[config.mk]
export PLATFORM = sky130hd
export DESIGN_NAME = bytes_to_14bit_symbol_encoder
export DESIGN_NICKNAME = d
export VERILOG_FILES = /design/src/b14e_pkg.sv /design/src/b14e_core.sv /design/src/b14e_queue.sv /design/src/bytes_to_14bit_symbol_encoder.sv
export SDC_FILE = /design/constraint.sdc
export NUM_CORES = 1
export LEC_CHECK = 0
export ABC_CLOCK_PERIOD_IN_PS = 11500
export BUFFER_PORTS_ARGS = -buffer_cell sky130_fd_sc_hd__buf_2
export CAP_MARGIN = 20
export CORE_MARGIN = 2
export CORE_UTILIZATION = 47
export DETAILED_ROUTE_END_ITERATION = 12
export HOLD_SLACK_MARGIN = 0.15
export SYNTH_ARGS = -nofsm -noshare
export SYNTH_HDL_FRONTEND = slang
export SYNTH_SLANG_ARGS = --single-unit
[constraint.sdc]
create_clock -name clk_i -period 11.5 [get_ports clk_i]
set_input_delay 2.3 -clock clk_i [delete_from_list [all_inputs] [get_ports clk_i]]
set_output_delay 2.3 -clock clk_i [all_outputs]
set_load 0.01 [all_outputs]
[src/b14e_pkg.sv]
// Shared types and constants for the byte to 14-bit symbol encoder.
// No dependencies; imported by the core, the queue, the top level and the testbench.
package b14e_pkg;

  localparam logic [15:0] SymbolBase  = 16'h4E00;
  localparam logic [15:0] TrailerBase = 16'h3D00;
  localparam int unsigned GroupBits   = 14;
  localparam int unsigned ByteBits    = 8;
  localparam int unsigned AccBits     = GroupBits - 1;          // leftover bits between bytes
  localparam int unsigned WideBits    = AccBits + ByteBits;     // leftover plus new byte
  localparam int unsigned HeldBits    = 4;                      // counts 0..13
  localparam int unsigned WideCntBits = 5;                      // counts 0..21
  localparam int unsigned PosBits     = 3;
  localparam logic [PosBits-1:0] LastPos = 3'd6;                // bytes per block minus one
  localparam int unsigned BurstMax    = 3;
  localparam int unsigned CntBits     = 2;
  localparam int unsigned QDepth      = 4;
  localparam int unsigned OccBits     = 3;

  typedef struct packed {
    logic [ByteBits-1:0] data_byte;
    logic                end_of_input;
  } item_t;

  typedef struct packed {
    logic [15:0] symbol;
    logic        last_of_stream;
  } word_t;

  // Words produced by one byte, packed from index 0 upward.
  typedef struct packed {
    logic [CntBits-1:0]           count;
    word_t [BurstMax-1:0]         words;
  } burst_t;

endpackage

[src/b14e_core.sv]
// Input register, bit accumulator and symbol generation for one byte.
// Depends on b14e_pkg.
module b14e_core (
  input  logic           clk_i,
  input  logic           rst_ni,
  input  logic           in_valid_i,
  output logic           in_ready_o,
  input  b14e_pkg::item_t item_i,
  input  logic           room_i,
  output logic           push_o,
  output b14e_pkg::burst_t burst_o
);
  import b14e_pkg::*;

  logic                   s1_valid_q;
  item_t                  s1_item_q;
  logic [AccBits-1:0]     acc_q, acc_d;
  logic [HeldBits-1:0]    held_q, held_d;
  logic [PosBits-1:0]     pos_q, pos_d;

  logic                   advance;
  logic [WideBits-1:0]    acc_w;
  logic [WideCntBits-1:0] held_w;
  logic                   full;
  logic [WideCntBits-1:0] held_r;
  logic [WideBits-1:0]    rem_mask;
  logic [AccBits-1:0]     rem;
  logic [GroupBits-1:0]   grp_full;
  logic [GroupBits-1:0]   grp_pad;
  logic [PosBits-1:0]     pos_n;

  assign advance    = s1_valid_q && room_i;
  assign in_ready_o = !s1_valid_q || advance;
  assign push_o     = advance;

  always_ff @(posedge clk_i or negedge rst_ni) begin
    if (!rst_ni) begin
      s1_valid_q <= 1'b0;
    end else if (in_ready_o) begin
      s1_valid_q <= in_valid_i;
    end
  end

  always_ff @(posedge clk_i) begin
    if (in_valid_i && in_ready_o) begin
      s1_item_q <= item_i;
    end
  end

  always_comb begin
    acc_w    = {acc_q, s1_item_q.data_byte};
    held_w   = {1'b0, held_q} + WideCntBits'(ByteBits);
    full     = held_w >= WideCntBits'(GroupBits);
    grp_full = GroupBits'(acc_w >> (held_w - WideCntBits'(GroupBits)));
    held_r   = full ? held_w - WideCntBits'(GroupBits) : held_w;
    rem_mask = (WideBits'(1) << held_r) - WideBits'(1);
    rem      = AccBits'(acc_w & rem_mask);
    // pad leftover bits with zeros on the right
    grp_pad  = GroupBits'({1'b0, rem} << (WideCntBits'(GroupBits) - held_r));
    pos_n    = (pos_q == LastPos) ? '0 : pos_q + PosBits'(1);
  end

  // Pack the emitted words in order: full group, padded group, trailer.
  always_comb begin
    burst_o = '0;
    if (full) begin
      burst_o.words[burst_o.count] = '{symbol: SymbolBase + {2'b00, grp_full},
                                       last_of_stream: 1'b0};
      burst_o.count = burst_o.count + CntBits'(1);
    end
    if (s1_item_q.end_of_input && held_r != '0) begin
      burst_o.words[burst_o.count] = '{symbol: SymbolBase + {2'b00, grp_pad},
                                       last_of_stream: 1'b0};
      burst_o.count = burst_o.count + CntBits'(1);
    end
    if (s1_item_q.end_of_input && pos_n != '0) begin
      burst_o.words[burst_o.count] = '{symbol: TrailerBase + {13'd0, pos_n},
                                       last_of_stream: 1'b0};
      burst_o.count = burst_o.count + CntBits'(1);
    end
    if (s1_item_q.end_of_input && burst_o.count != '0) begin
      burst_o.words[burst_o.count - CntBits'(1)].last_of_stream = 1'b1;
    end
  end

  always_comb begin
    if (s1_item_q.end_of_input) begin
      acc_d  = '0;
      held_d = '0;
      pos_d  = '0;
    end else begin
      acc_d  = rem;
      held_d = HeldBits'(held_r);
      pos_d  = pos_n;
    end
  end

  always_ff @(posedge clk_i or negedge rst_ni) begin
    if (!rst_ni) begin
      acc_q  <= '0;
      held_q <= '0;
      pos_q  <= '0;
    end else if (advance) begin
      acc_q  <= acc_d;
      held_q <= held_d;
      pos_q  <= pos_d;
    end
  end

endmodule

[src/b14e_queue.sv]
// Four-entry result queue: up to three words in at once, one out a cycle if ready.
// Depends on b14e_pkg.
module b14e_queue (
  input  logic             clk_i,
  input  logic             rst_ni,
  input  logic             push_i,
  input  b14e_pkg::burst_t burst_i,
  output logic             room_o,
  output logic             out_valid_o,
  input  logic             out_ready_i,
  output b14e_pkg::word_t  head_o
);
  import b14e_pkg::*;

  word_t              ent_q [QDepth];
  word_t              ent_d [QDepth];
  logic [OccBits-1:0] occ_q, occ_d;
  logic [OccBits-1:0] base;
  logic [OccBits-1:0] off;
  logic               pop;

  assign pop         = (occ_q != '0) && out_ready_i;
  assign out_valid_o = occ_q != '0;
  assign head_o      = ent_q[0];
  // room for a full burst even if nothing drains this cycle
  assign room_o      = occ_q <= OccBits'(QDepth - BurstMax);

  always_comb begin
    base = occ_q - OccBits'(pop);
    off  = '0;
    for (int i = 0; i < QDepth; i++) begin
      if (pop && i < QDepth - 1) begin
        ent_d[i] = ent_q[i + 1];
      end else begin
        ent_d[i] = ent_q[i];
      end
      off = OccBits'(i) - base;
      if (push_i && OccBits'(i) >= base && off < {1'b0, burst_i.count}) begin
        ent_d[i] = burst_i.words[CntBits'(off)];
      end
    end
    occ_d = base + (push_i ? {1'b0, burst_i.count} : '0);
  end

  always_ff @(posedge clk_i or negedge rst_ni) begin
    if (!rst_ni) begin
      occ_q <= '0;
    end else begin
      occ_q <= occ_d;
    end
  end

  always_ff @(posedge clk_i) begin
    for (int i = 0; i < QDepth; i++) begin
      ent_q[i] <= ent_d[i];
    end
  end

endmodule

[src/bytes_to_14bit_symbol_encoder.sv]
// Channel  | signals                              | direction
// request  | in_valid_i/in_ready_o, data_byte_i,  | in
//          | end_of_input_i                       |
// result   | out_valid_o/out_ready_i, symbol_o,   | out
//          | last_of_stream_o                     |
//
// One byte a cycle while the queue has room; each byte is registered in the core
// before it is queued. A final byte makes up to three words, which drain one
// a cycle from the four-entry queue while out_ready_i is high; input holds while a
// byte waits and under three entries are free. Reset clears the accumulator and
// empties the queue. Top level; depends on b14e_pkg, b14e_core and b14e_queue.
module bytes_to_14bit_symbol_encoder (
  input  logic        clk_i,
  input  logic        rst_ni,
  input  logic        in_valid_i,
  output logic        in_ready_o,
  input  logic [7:0]  data_byte_i,
  input  logic        end_of_input_i,
  output logic        out_valid_o,
  input  logic        out_ready_i,
  output logic [15:0] symbol_o,
  output logic        last_of_stream_o
);
  import b14e_pkg::*;

  item_t  item;
  burst_t burst;
  word_t  head;
  logic   push;
  logic   room;

  assign item = '{data_byte: data_byte_i, end_of_input: end_of_input_i};

  b14e_core u_core (
    .clk_i      (clk_i),
    .rst_ni     (rst_ni),
    .in_valid_i (in_valid_i),
    .in_ready_o (in_ready_o),
    .item_i     (item),
    .room_i     (room),
    .push_o     (push),
    .burst_o    (burst)
  );

  b14e_queue u_queue (
    .clk_i       (clk_i),
    .rst_ni      (rst_ni),
    .push_i      (push),
    .burst_i     (burst),
    .room_o      (room),
    .out_valid_o (out_valid_o),
    .out_ready_i (out_ready_i),
    .head_o      (head)
  );

  assign symbol_o         = head.symbol;
  assign last_of_stream_o = head.last_of_stream;

endmodule

### Word-level counts from Yosys, hierarchy flattened

Memory sizes are Yosys's and may differ from the RTL's.
Cells that the tools add are included.

* input port bits: 13
* RAM bits: 68
* logic and storage cells: 108
* flip-flop bits (word level): 33
* output and inout port bits: 19
* memories: 1

Memories
* u_queue.ent_q: words 4, bits a word 17, rd ports 4, clocked after memory_dff 0, wr ports 4, line b14e_queue.sv:15 `word_t ent_q [QDepth];`

* bitwise operators: 1
* multiplexer cells: 35
* $lt $le $gt $ge: 20
* $add $sub $neg: 17
* equality and inequality tests: 1
* reductions and logical operators: 23
* shift operators: 3

Operator list (count)
* $mux W17: 14
* $bwmux W51: 3
* $bmux W17 S2: 4
* $mux W53: 2
* $demux W17 S2: 3
* $mux W51: 1
* $add A15 B14 Y16 const A: 2
* $shr A21 B5 Y14: 1
* $lt A2 B3 Y1 const B: 6
* $logic_and A1 B1 Y1: 17
* $add A14 B3 Y15 const A: 1
* $shl A13 B5 Y14: 1
* $and A13 B13 Y13: 1
* $mux W13: 1
* $shl A1 B5 Y13 const A: 1
* $sub A13 B2 Y13 const B: 1
* $lt A3 B2 Y1: 4
* $ge A1 B3 Y1 const A: 2
* $ge A2 B3 Y1 const A: 2
* $mux W3: 2
* $reduce_bool A3 Y1: 2
* $sub A1 B3 Y3 const A: 2
* $sub A2 B3 Y3 const A: 2
* $add A4 B4 Y5 const B: 1
* 22 further kinds: 24

### Logic depth before layout (Yosys ltp)

Gate-level depths: netlist of the first run.

* depth in word-level cells: 26
* mapped depth: 19
* mapped depth without buffers: 17

### Hierarchy

A second synthesis of the first run with hierarchy kept.

* cell total of the unflattened synthesis: 873
* area, all modules: 8013.9 um^2

Modules (own cells, without submodules)
* b14e_queue: area each 4395.5 um^2, times used 1, cells each 399, seq. area each 2117.0 um^2
* b14e_core: area each 3618.5 um^2, times used 1, cells each 474, seq. area each 770.7 um^2

### Least setup slack after synthesis of the first run

Ideal clock, no wire load.

* kind: input-to-reg
* start point: in out_ready_i
* end point: mem u_queue.ent_q[0][0] (netlist name) (enable)
* slack: 5601 ps
* data required time: 11129 ps
* library setup time: 371 ps
* cell stages on the path: 15
* buffers on the path: 4
* data arrival time: 5528 ps
* path through: nand2_1 > inv_1 > ha_1 > ha_1 > clkbuf_1 > clkinv_1 > ha_1 > inv_1 > clkbuf_1 > ha_1 > nor3_1 > nand3_1 > clkbuf_1 > buf_1 > nand2_1

RTL lines
* start, declared: line bytes_to_14bit_symbol_encoder.sv:20 `input logic out_ready_i,`
* end, declared: line b14e_queue.sv:15

==> flow_summary.json, run 1 <==
{
  "outcome": "complete, no violations",
  "worstMarginPinSlew_ps": 1000,
  "cts_tree": "yes",
  "synth_seq_cells": 100,
  "power.internal_mw": 1.23,
  "gr-usage-all-layers_pct": 24.2,
  "grt_pass1_wl_mm": 30.7,
  "fill_cells": 1379,
  "fp.dieH_um": 127,
  "grt_pass1_vias": 5571,
  "core_um2": 15000,
  "start_util_pct": 47.6,
  "switchingPower_mw": 1.19,
  "avgSynthCellArea_um2": 9.33,
  "setup_tns_ps": 0,
  "die_x_um": 127,
  "p_leak_nw": 2.87,
  "seqPwrFrac_pct": 27.1,
  "cp.arrival_ps": 7350,
  "synthArstFlopShare_pct": 23.0,
  "hold_class": "reg2reg",
  "r2r_end": "u_queue.ent_q[0][14]",
  "htreeDepth": 3,
  "ys_seq_area_share_pct": 40.3,
  "cts_inserted_buffers": 9,
  "ir_worst_vdd_v": 0.000195,
  "timing.rr.start": "u_queue.occ_q[2]",
  "synth.most_common_cell": "nand2_1",
  "finalClockSkew_ps": 6.62,
  "synth-main-ff-cell": "edfxtp_1",
  "synth_cells": 768,
  "power_frac_clock_pct": 13.7,
  "cts.path.max_buffers": 2,
  "multi_input_area_um2": 3930,
  "synth_common_cells": "nand2_1, edfxtp_1, o21ai_0",
  "synth_top_area_share_pct": 32.3,
  "ant_nets": 0,
  "grt_overflow": 0,
  "clk_latency_ps": 360,
  "hp-start": "u_queue.ent_q[1][5]",
  "fin_crit_sh_pct": 64.0,
  "vias": 6012,
  "antenna_found_initial": 0,
  "yosys.cell_types.count": 92,
  "place_inst": 938,
  "max_freq_mhz": 136,
  "wl_mm": 19.4,
  "setup_viol": 0,
  "firstDrtPassIters": 5,
  "postCtsHoldBufs": 0,
  "cts-root-buf": "clkbuf_16",
  "yosysWarnings": 0,
  "synth_edf_count": 77,
  "place_congestion": 0.947,
  "synthTopCellsByArea": "edfxtp_1, dfrtp_1, nand2_1",
  "slew_viol_final": 0,
  "worst_setup_path_end_kind": "flip-flop",
  "post_cts_resized": 0,
  "vias_per_cell": 6.30,
  "io_pins": 32,
  "hold_violations": 0,
  "ff_latch_area_um2": 2890,
  "diodes": 0,
  "stdcell_count": 954,
  "cts_setup_buffers": 0,
  "slew_headroom_pct": 33.0,
  "grt_max_degree": 44,
  "drt_iter0_drc": 454,
  "crit_fanout": 32,
  "hold_end": "u_queue.ent_q[0][5]",
  "r2r_slack_ps": 5460,
  "period_needed_ps": 7360,
  "power_density_nw_per_um2": 315,
  "cts_sinks": 100,
  "required_ps": 11500,
  "synth_area_leader_cell": "edfxtp_1",
  "syn_nets": 802,
  "critPathLaunchType": "primary input",
  "worstSetupPathType": "in2reg",
  "power_frac_comb_pct": 59.2,
  "drv_cap": 0,
  "num_rows": 45,
  "whs_path_depth": 2,
  "die_area_um2": 16200,
  "route.detailed.drc": 0,
  "drive_gt1_share_pct": 13.1,
  "wl_per_cell_um": 20.3,
  "port_buffers": 31,
  "final_nets": 795,
  "switching_share_pct": 49.3,
  "clkTransAtPathRegs_ps": 70,
  "rsz0062_at_grt": "no",
  "syn2layout_area_growth_pct": 7.08,
  "dp_hpwl_mm": 14.4,
  "synthesis.area_um2": 7160,
  "reg2reg_depth": 13
}
[layout by cell type (no fill, tap or decap), types with 8 or more instances in the layout]
master / synthesis / routed
edfxtp_1: 77 / 77
o21ai_1: 13 / 13
nor2_1: 57 / 57
mux2_2: 10 / 10
nand3_1: 24 / 24
dfrtp_1: 23 / 23
o22ai_1: 10 / 10
mux2i_1: 26 / 26
buf_2: 11 / 31
and2_1: 14 / 14
ha_1: 20 / 20
o21ai_0: 61 / 61
nand2_1: 105 / 105
nor3_1: 17 / 16
a21oi_1: 51 / 51
mux4_2: 12 / 12
clkbuf_16: 0 / 9
nand2b_1: 9 / 9
o211ai_1: 8 / 8
a31oi_1: 10 / 10
inv_1: 18 / 18
[logic make-up after synthesis]
family          after synthesis  share of synthesized area [%]
compound gates              246                           23.3
other cells                   1                         0.0524
fa+ha+maj                    21                           3.77
buf+inv                      77                           4.84
simple gates                266                           17.6
mux                          48                           8.98
flops                       100                           40.3
xor+xnor                      9                           1.10
[through the flow]
step	util (%)	power, mW	instance area (µm²)	hold slack, ps	worst slack [ps]
after floorplan	-	1.72	7160	476	5600
after global placement	48.8	2.04	7340	504	4000
after detailed placement	48.8	2.06	7340	509	3830
after CTS	51.0	2.39	7670	526	4220
after global routing	51.0	2.59	7670	543	3610
final	51.0	2.42	7670	531	4140
[area by class of cell]
cell class / instances / share of cell area, %
repair buffers: 38 / 2.71
clock inverters: 7 / 1.31
flip-flops and latches: 100 / 37.7
well taps: 188 / 3.07
multi-input cells: 591 / 51.3
inverters: 21 / 1.04
clock buffers: 9 / 2.94
[power by group through the flow]
| stage | Combinational, mW | Sequential (mW) | Clock [mW] |
|---|---|---|---|
| floorplan | 1.09 | 0.628 | 0 |
| global placement | 1.38 | 0.659 | 0 |
| detailed placement | 1.40 | 0.662 | 0 |
| CTS | 1.40 | 0.654 | 0.337 |
| global route | 1.57 | 0.669 | 0.349 |
| finish | 1.43 | 0.656 | 0.332 |
[worst max path at each step]
stage / start / to / slack [ps] / cells after the start
after floorplan: out_ready_i / u_queue.ent_q[0][0] / 5600 / 15
after global placement: out_ready_i / u_queue.ent_q[0][10] / 4000 / 12
after detailed placement: out_ready_i / u_queue.ent_q[0][10] / 3830 / 12
after CTS: out_ready_i / u_queue.ent_q[0][14] / 4220 / 12
after global routing: out_ready_i / u_queue.ent_q[0][4] / 3610 / 14
final: out_ready_i / u_queue.ent_q[0][14] / 4140 / 12
[state kept, by name, summed over array words and instances, names as in the netlist]
signal and cells:
u_core.acc_q 13, u_core.s1_item_q 1, u_queue.ent_q 68, u_core.acc_w 8, u_core.pos_q 3, u_core.held_q 3, u_core.s1_valid_q 1, u_queue.occ_q 3
[metal layers]
| layer | global-route usage, % | vias up | routed length (µm) |
|---|---|---|---|
| met2 | 40.2 | 259 | 9290 |
| met4 | 8.66 | 0 | 541 |
| met3 | 5.11 | 34 | 1180 |
| met1 | 31.4 | 2839 | 8380 |
| met5 | 0 | - | 0 |
| li1 | - | 2880 | - |
[worst max-delay path, stage by stage]
cell	delay [ps]
buf_2	100
nand2_1	160
inv_1	70
ha_1	180
ha_1	910
clkinv_1	600
ha_1	880
inv_1	380
ha_1	290
nor3_1	190
nand3_1	540
nand2_1	750
Power figures use the tool's default switching activity.
==> run 2: changes to the inputs <==
--- a/config.mk
+++ b/config.mk
@@ -5,13 +5,15 @@
 export SDC_FILE = /design/constraint.sdc
 export NUM_CORES = 1
 export LEC_CHECK = 0
-export ABC_CLOCK_PERIOD_IN_PS = 11500
+export ABC_AREA = 1
+export ABC_CLOCK_PERIOD_IN_PS = 6360
 export BUFFER_PORTS_ARGS = -buffer_cell sky130_fd_sc_hd__buf_2
 export CAP_MARGIN = 20
 export CORE_MARGIN = 2
 export CORE_UTILIZATION = 47
 export DETAILED_ROUTE_END_ITERATION = 12
 export HOLD_SLACK_MARGIN = 0.15
+export PLACE_DENSITY = 0.66
 export SYNTH_ARGS = -nofsm -noshare
 export SYNTH_HDL_FRONTEND = slang
 export SYNTH_SLANG_ARGS = --single-unit
==> constraint.sdc (replaced) <==
create_clock -name clk_i -period 6.36 [get_ports clk_i]
set_input_delay 1.272 -clock clk_i [delete_from_list [all_inputs] [get_ports clk_i]]
set_output_delay 1.272 -clock clk_i [all_outputs]
set_load 0.01 [all_outputs]
==> run 2 against run 1 <==
Combinational power grew 97%. Utilization up 0.76 points. Die area is 3.7% lower. Clock skew increased by 5.1 ps. Routed wire length down 1.9%. Via count rose by 3.4%. Non-clock buffer count did not move. Global-route usage is 0.096 points lower. Synthesized cell count rose by 16%.
==> flow_summary.json, run 2 <==
{
  "outcome": "complete, no violations",
  "cp.arrival_ps": 6020,
  "setup_slack_ps": 535,
  "final_common_cell": "nand2_1",
  "post_cts_resized": 0,
  "setup_viol": 0,
  "power_density_nw_per_um2": 597,
  "avgSynthCellArea_um2": 7.76,
  "critical-path-top-delay-family": "simple AND/OR/NAND/NOR gates",
  "final_cell_mix": "nand2_1, inv_1, nand3_1",
  "slew_headroom_pct": 41.9,
  "crit_fanout": 21,
  "route.detailed.drc": 0,
  "max_freq_mhz": 172,
  "vias_per_cell": 5.69,
  "syn_nets": 922,
  "worstSetupPathType": "reg2reg",
  "postCtsHoldBufs": 0,
  "r2r_slack_ps": 540,
  "synthesis.area_um2": 6890,
  "ant_nets": 0,
  "ff_latch_area_um2": 2890,
  "power_frac_clock_pct": 12.2,
  "firstDrtPassIters": 5,
  "power_frac_comb_pct": 63.3,
  "path_depth": 20,
  "synthTopCellsByArea": "edfxtp_1, nand2_1, dfrtp_1",
  "critPathBufInv": 6,
  "seqPwrFrac_pct": 24.5,
  "syn2layout_area_growth_pct": 8.43,
  "fp.dieH_um": 125,
  "post-route-cell-area_um2": 7470,
  "grt_overflow": 0,
  "synth_common_cells": "nand2_1, inv_1, nand3_1",
  "grt_pass1_wl_mm": 29.9,
  "switchingPower_mw": 2.37,
  "crit_path_end": "u_queue.ent_q[0][1]",
  "rsz0062_at_grt": "no",
  "multi_input_area_um2": 3450,
  "p_leak_nw": 3.25,
  "diodes": 0,
  "synth_edf_count": 77,
  "top_register": "u_queue.ent_q",
  "grt_max_degree": 45,
  "cts-root-buf": "clkbuf_16",
  "startpoint": "u_core.held_q[2]",
  "io_pins": 32,
  "cts_tree": "yes",
  "hold_class": "reg2reg",
  "synth_area_leader_cell": "edfxtp_1",
  "cts_sinks": 100,
  "core_um2": 14400,
  "timing.rr.start": "u_core.held_q[2]",
  "fill_cells": 1428,
  "hold_violations": 0,
  "drt_iter0_drc": 840,
  "die_area_um2": 15600,
  "dp_hpwl_mm": 14.6,
  "ys_seq_area_share_pct": 41.9,
  "antenna_found_initial": 0,
  "worstMarginPinSlew_ps": 869,
  "port_buffers": 31,
  "yosysWarnings": 0,
  "switching_share_pct": 53.1,
  "cts_setup_buffers": 0,
  "path_cells": "ha_1, inv_1, nand2_1, nand2_2, nand2_4, inv_2, nand2_2, inv_2, nor2_4, inv_2, ha_1, nand2_1, buf_4, o21ai_1, ha_1, nor4_1, nand2_1, nor2_1, inv_1, o221ai_1",
  "synth_seq_cells": 100,
  "cts_inserted_buffers": 9,
  "critPathLaunchType": "flip-flop",
  "vias": 6216,
  "grt_pass1_vias": 5655,
  "largest_reg_flops": 68,
  "power.internal_mw": 2.09,
  "synthArstFlopShare_pct": 23.0,
  "gr-usage-all-layers_pct": 24.1,
  "cts.path.max_buffers": 2,
  "dpl_cell_area_um2": 7180,
  "htreeDepth": 3,
  "period_needed_ps": 5820,
  "ir_worst_vdd_v": 0.000406,
  "worst_setup_path_end_kind": "flip-flop",
  "die_x_um": 125,
  "synth.most_common_cell": "nand2_1",
  "critPathSlowestCell": "nor2_1",
  "yosys.cell_types.count": 55,
  "r2r_end": "u_queue.ent_q[0][1]",
  "final_nets": 938,
  "start_util_pct": 47.7,
  "synth_top_area_share_pct": 33.6,
  "slew_viol_final": 0,
  "synth-main-ff-cell": "edfxtp_1",
  "drv_cap": 0,
  "fin_crit_sh_pct": 91.6,
  "place_congestion": 0.967,
  "setup_tns_ps": 0,
  "finalClockSkew_ps": 11.8,
  "reg2reg_depth": 20,
  "max_stage_delay_ps": 740,
  "num_rows": 44,
  "synth_cells": 888,
  "wl_per_cell_um": 17.4,
  "pre_cts_ws_ps": 608,
  "clkTransAtPathRegs_ps": 80,
  "required_ps": 6550,
  "clk_latency_ps": 360,
  "drive_gt1_share_pct": 12.3,
  "wl_mm": 19.0
}
## run 2: changes by cell type after synthesis, sizes merged, moves of 14 or more
cell / previous run / this run
nand2: 105 / 275
inv: 19 / 105
nand3: 24 / 91
a21oi: 51 / 26
mux2i: 26 / 3
clkbuf: 33 / 14
and2: 15 / 1
## run 2: through the flow
| stage | instances | power, mW | utilization (%) | hold slack (ps) |
|---|---|---|---|---|
| finish | 1093 | 4.46 | 51.8 | 526 |
| detailed placement | 1077 | 3.87 | 49.8 | 508 |
| global placement | 1077 | 3.87 | 49.8 | 498 |
| global route | 1093 | 4.80 | 51.8 | 538 |
| floorplan | 888 | 3.15 | - | 466 |
| CTS | 1093 | 4.42 | 51.8 | 527 |
## run 2: logic make-up (layout without fill, tap and decap cells)
kind of cell	count (synthesis)	after routing	share of synthesized area, %
DFF	100	100	41.9
buffers and inverters	141	162	8.12
and+or+nand+nor	440	440	29.1
adders and majority gates	21	21	3.92
AOI/OAI and AO/OA	179	179	16.0
muxes	3	3	0.436
other	1	1	0.0545
xor gates and xnor gates	3	3	0.382
## run 2: routing by layer
metal	vias up	track usage, %	share of wire, %
li1	3057	-	-
met1	2833	33.6	44
met2	283	37.6	45
met3	43	3.81	7.5
met4	0	10.1	3.4
met5	-	0	0
## run 2: tightest hold or removal path: stages (launching register included)
cell and delay (ps):
edfxtp_1 320, nand2_1 50, nand2_1 50
## run 2: cell type report
type / instances / area share (%)
Multi-Input combinational cell: 647 / 46.1
Sequential cell: 100 / 38.7
Inverter: 108 / 5.45
Tap cell: 184 / 3.08
Clock buffer: 9 / 3.02
Timing Repair Buffer: 38 / 2.78
Clock inverter: 7 / 0.855
## run 2: power by group through the flow
stage                     Clock [mW]  Sequential (mW)  Combinational (mW)
after CTS                      0.553             1.09                2.77
after global routing           0.579             1.11                3.11
final                          0.546             1.09                2.82
after global placement             0             1.10                2.76
after floorplan                    0             1.09                2.06
after detailed placement           0             1.11                2.76
## run 2: worst min path at each step
| stage | cells past startpoint | from | slack, ps | end |
|---|---|---|---|---|
| global placement | 2 | u_queue.ent_q[3][16] | 500 | u_queue.ent_q[2][16] |
| finish | 2 | u_queue.ent_q[1][15] | 530 | u_queue.ent_q[0][15] |
| detailed placement | 2 | u_queue.ent_q[1][15] | 510 | u_queue.ent_q[0][15] |
| CTS | 2 | u_queue.ent_q[1][15] | 530 | u_queue.ent_q[0][15] |
| floorplan | 2 | u_core.acc_q[5] | 470 | u_core.acc_q[5] |
| global route | 1 | u_queue.ent_q[2][5] | 540 | u_queue.ent_q[1][5] |
==> run 3: changes to the inputs <==
--- a/config.mk
+++ b/config.mk
@@ -16,4 +16,5 @@
 export PLACE_DENSITY = 0.66
 export SYNTH_ARGS = -nofsm -noshare
 export SYNTH_HDL_FRONTEND = slang
+export SYNTH_HIERARCHICAL = 1
 export SYNTH_SLANG_ARGS = --single-unit
==> run 3 against run 2 <==
Global-route usage is 2.1 points higher. Final area increased by 13%. Utilization shrank 1.0 points. Highest routed layer unchanged. Synthesized cell count is 29% higher. Non-clock buffer count rose by 3. Cell count grew 25%. Count of clock-buffer cells in the layout did not move. Sequential share of layout area fell by 4.4 points. Die area is 15% higher. Fmax rose by 15%. Via count grew 22%. First-iteration DRC count rose by 9.0%.
==> flow_summary.json, run 3 <==
{
  "outcome": "complete, no violations",
  "postCtsHoldBufs": 0,
  "start_util_pct": 48.0,
  "grt_overflow": 0,
  "hold_violations": 0,
  "fin_util_pct": 50.7,
  "synth_edf_count": 77,
  "synthArstFlopShare_pct": 23.0,
  "core_um2": 16600,
  "wl_mm": 22.9,
  "antenna_found_initial": 0,
  "ys_seq_area_share_pct": 36.3,
  "drt_iter0_drc": 916,
  "cts.path.max_buffers": 2,
  "crit_fanout": 27,
  "yosys.cell_types.count": 49,
  "worst_setup_path_end_kind": "flip-flop",
  "post_cts_resized": 0,
  "dp_hpwl_mm": 17.3,
  "top_register": "u_queue/ent_q",
  "synth_common_cells": "nand2_1, nand3_1, inv_1",
  "avgSynthCellArea_um2": 6.94,
  "cp.arrival_ps": 5280,
  "syn2layout_area_growth_pct": 5.81,
  "hold_ws_ps": 508,
  "fp.dieH_um": 134,
  "synthesis.area_um2": 7950,
  "setup_slack_ps": 1310,
  "cts_sinks": 100,
  "setup_viol": 0,
  "worstSetupPathType": "reg2reg",
  "synth_cells": 1146,
  "htreeDepth": 3,
  "synth-main-ff-cell": "edfxtp_1",
  "cts_inserted_buffers": 9,
  "yosysWarnings": 6,
  "port_buffers": 31,
  "synth_seq_cells": 100,
  "die_area_um2": 18000,
  "clkTransAtPathRegs_ps": 80,
  "gr-usage-all-layers_pct": 26.3,
  "pre_cts_ws_ps": 953,
  "synth_top_area_share_pct": 29.1,
  "wl_per_cell_um": 16.8,
  "critPathLaunchType": "flip-flop",
  "fill_cells": 1712,
  "fin_crit_sh_pct": 79.4,
  "io_pins": 32,
  "synthTopCellsByArea": "edfxtp_1, nand2_1, nand3_1",
  "grt_pass1_vias": 6794,
  "setup_tns_ps": 0,
  "cts_tree": "yes",
  "rsz0062_at_grt": "no",
  "worstMarginPinSlew_ps": 936,
  "final_common_cell": "nand2_1",
  "grt_max_degree": 92,
  "die_x_um": 134,
  "max_freq_mhz": 198,
  "ant_nets": 0,
  "firstDrtPassIters": 6,
  "num_rows": 47,
  "hold_class": "reg2reg",
  "vias": 7570,
  "diodes": 0,
  "cts_setup_buffers": 0,
  "place_congestion": 0.949,
  "required_ps": 6590,
  "drv_cap": 0,
  "grt_pass1_wl_mm": 36.1,
  "cts-root-buf": "clkbuf_16",
  "slew_viol_final": 0,
  "final_nets": 1167,
  "period_needed_ps": 5050,
  "final_cell_mix": "nand2_1, nand3_1, inv_1",
  "drive_gt1_share_pct": 10.3,
  "largest_reg_flops": 68,
  "finalClockSkew_ps": 13.0,
  "slew_headroom_pct": 37.4,
  "clk_latency_ps": 370,
  "route.detailed.drc": 0,
  "synth.most_common_cell": "nand2_1",
  "vias_per_cell": 5.56,
  "synth_area_leader_cell": "edfxtp_1"
}
run 3: cell type report:
| type | instances | area, µm² | area share [%] |
|---|---|---|---|
| timing repair buffer | 41 | 230 | 2.74 |
| sequential | 100 | 2890 | 34.3 |
| tap | 220 | 275 | 3.27 |
| inverter | 123 | 463 | 5.50 |
| clock buffer | 9 | 225 | 2.68 |
| clock inverter | 7 | 86.3 | 1.03 |
| multi-input combinational | 861 | 4250 | 50.5 |
run 3: cell families after synthesis:
logic type	share of synthesized area, %
muxes	0.629
other	0.0944
and+or+nand+nor	39.3
DFF	36.3
buffers and inverters	10.7
AOI/OAI and AO/OA	9.71
adders and majority gates	2.93
xor gates and xnor gates	0.330
run 3: worst max-delay path, stage by stage, from the launching register on:
cell     delay (ps)
dfrtp_1         460
ha_1            810
inv_1           400
nand2_2         220
nand2_4         140
nand2_4         130
nor2_2           60
inv_2            60
ha_1            360
inv_1           130
o21ai_0         100
nand3_1         130
nand2_1         130
nand3_1         120
a21oi_1         150
nand2_1         100
ha_1            240
nand2_1         120
nand2_1          60
o21ai_1         110
nand3_1         100
nand2_1          90
inv_1            50
o21ai_0         310
nand2_1         110
nand2_1          70
nand2_1          50
nand2_1         100
run 3: metal layers:
layer	vias up	track usage [%]	part of all wire (%)
li1	3735	-	-
met1	3520	38.5	46
met2	294	40.7	45
met3	21	4.69	7.3
met4	0	5.79	1.4
met5	-	0	0
run 3: worst paths after layout:
path                                 startpoint                    to  slack (ps)  cells past startpoint
max in group asynchronous                rst_ni      u_core/held_q[1]        5060                      1
min in group asynchronous                rst_ni      u_core/held_q[3]         910                      1
hold reg to reg            u_queue/ent_q[3][14]  u_queue/ent_q[2][14]         510                      2
setup / recovery               u_core/held_q[2]  u_queue/ent_q[1][14]        1310                     27
setup reg to reg               u_core/held_q[2]  u_queue/ent_q[1][14]        1310                     27
hold / removal             u_queue/ent_q[3][14]  u_queue/ent_q[2][14]         510                      2
run 3: per-stage QoR:
stage	area (µm²)	cells
after floorplan	7980	1153
after global routing	8410	1361
final	8410	1361
after global placement	8100	1345
after CTS	8410	1361
after detailed placement	8100	1345
Power of run 3 is not shown: default switching activity piles up to over one toggle a cycle in this logic, so the estimate is an artifact.
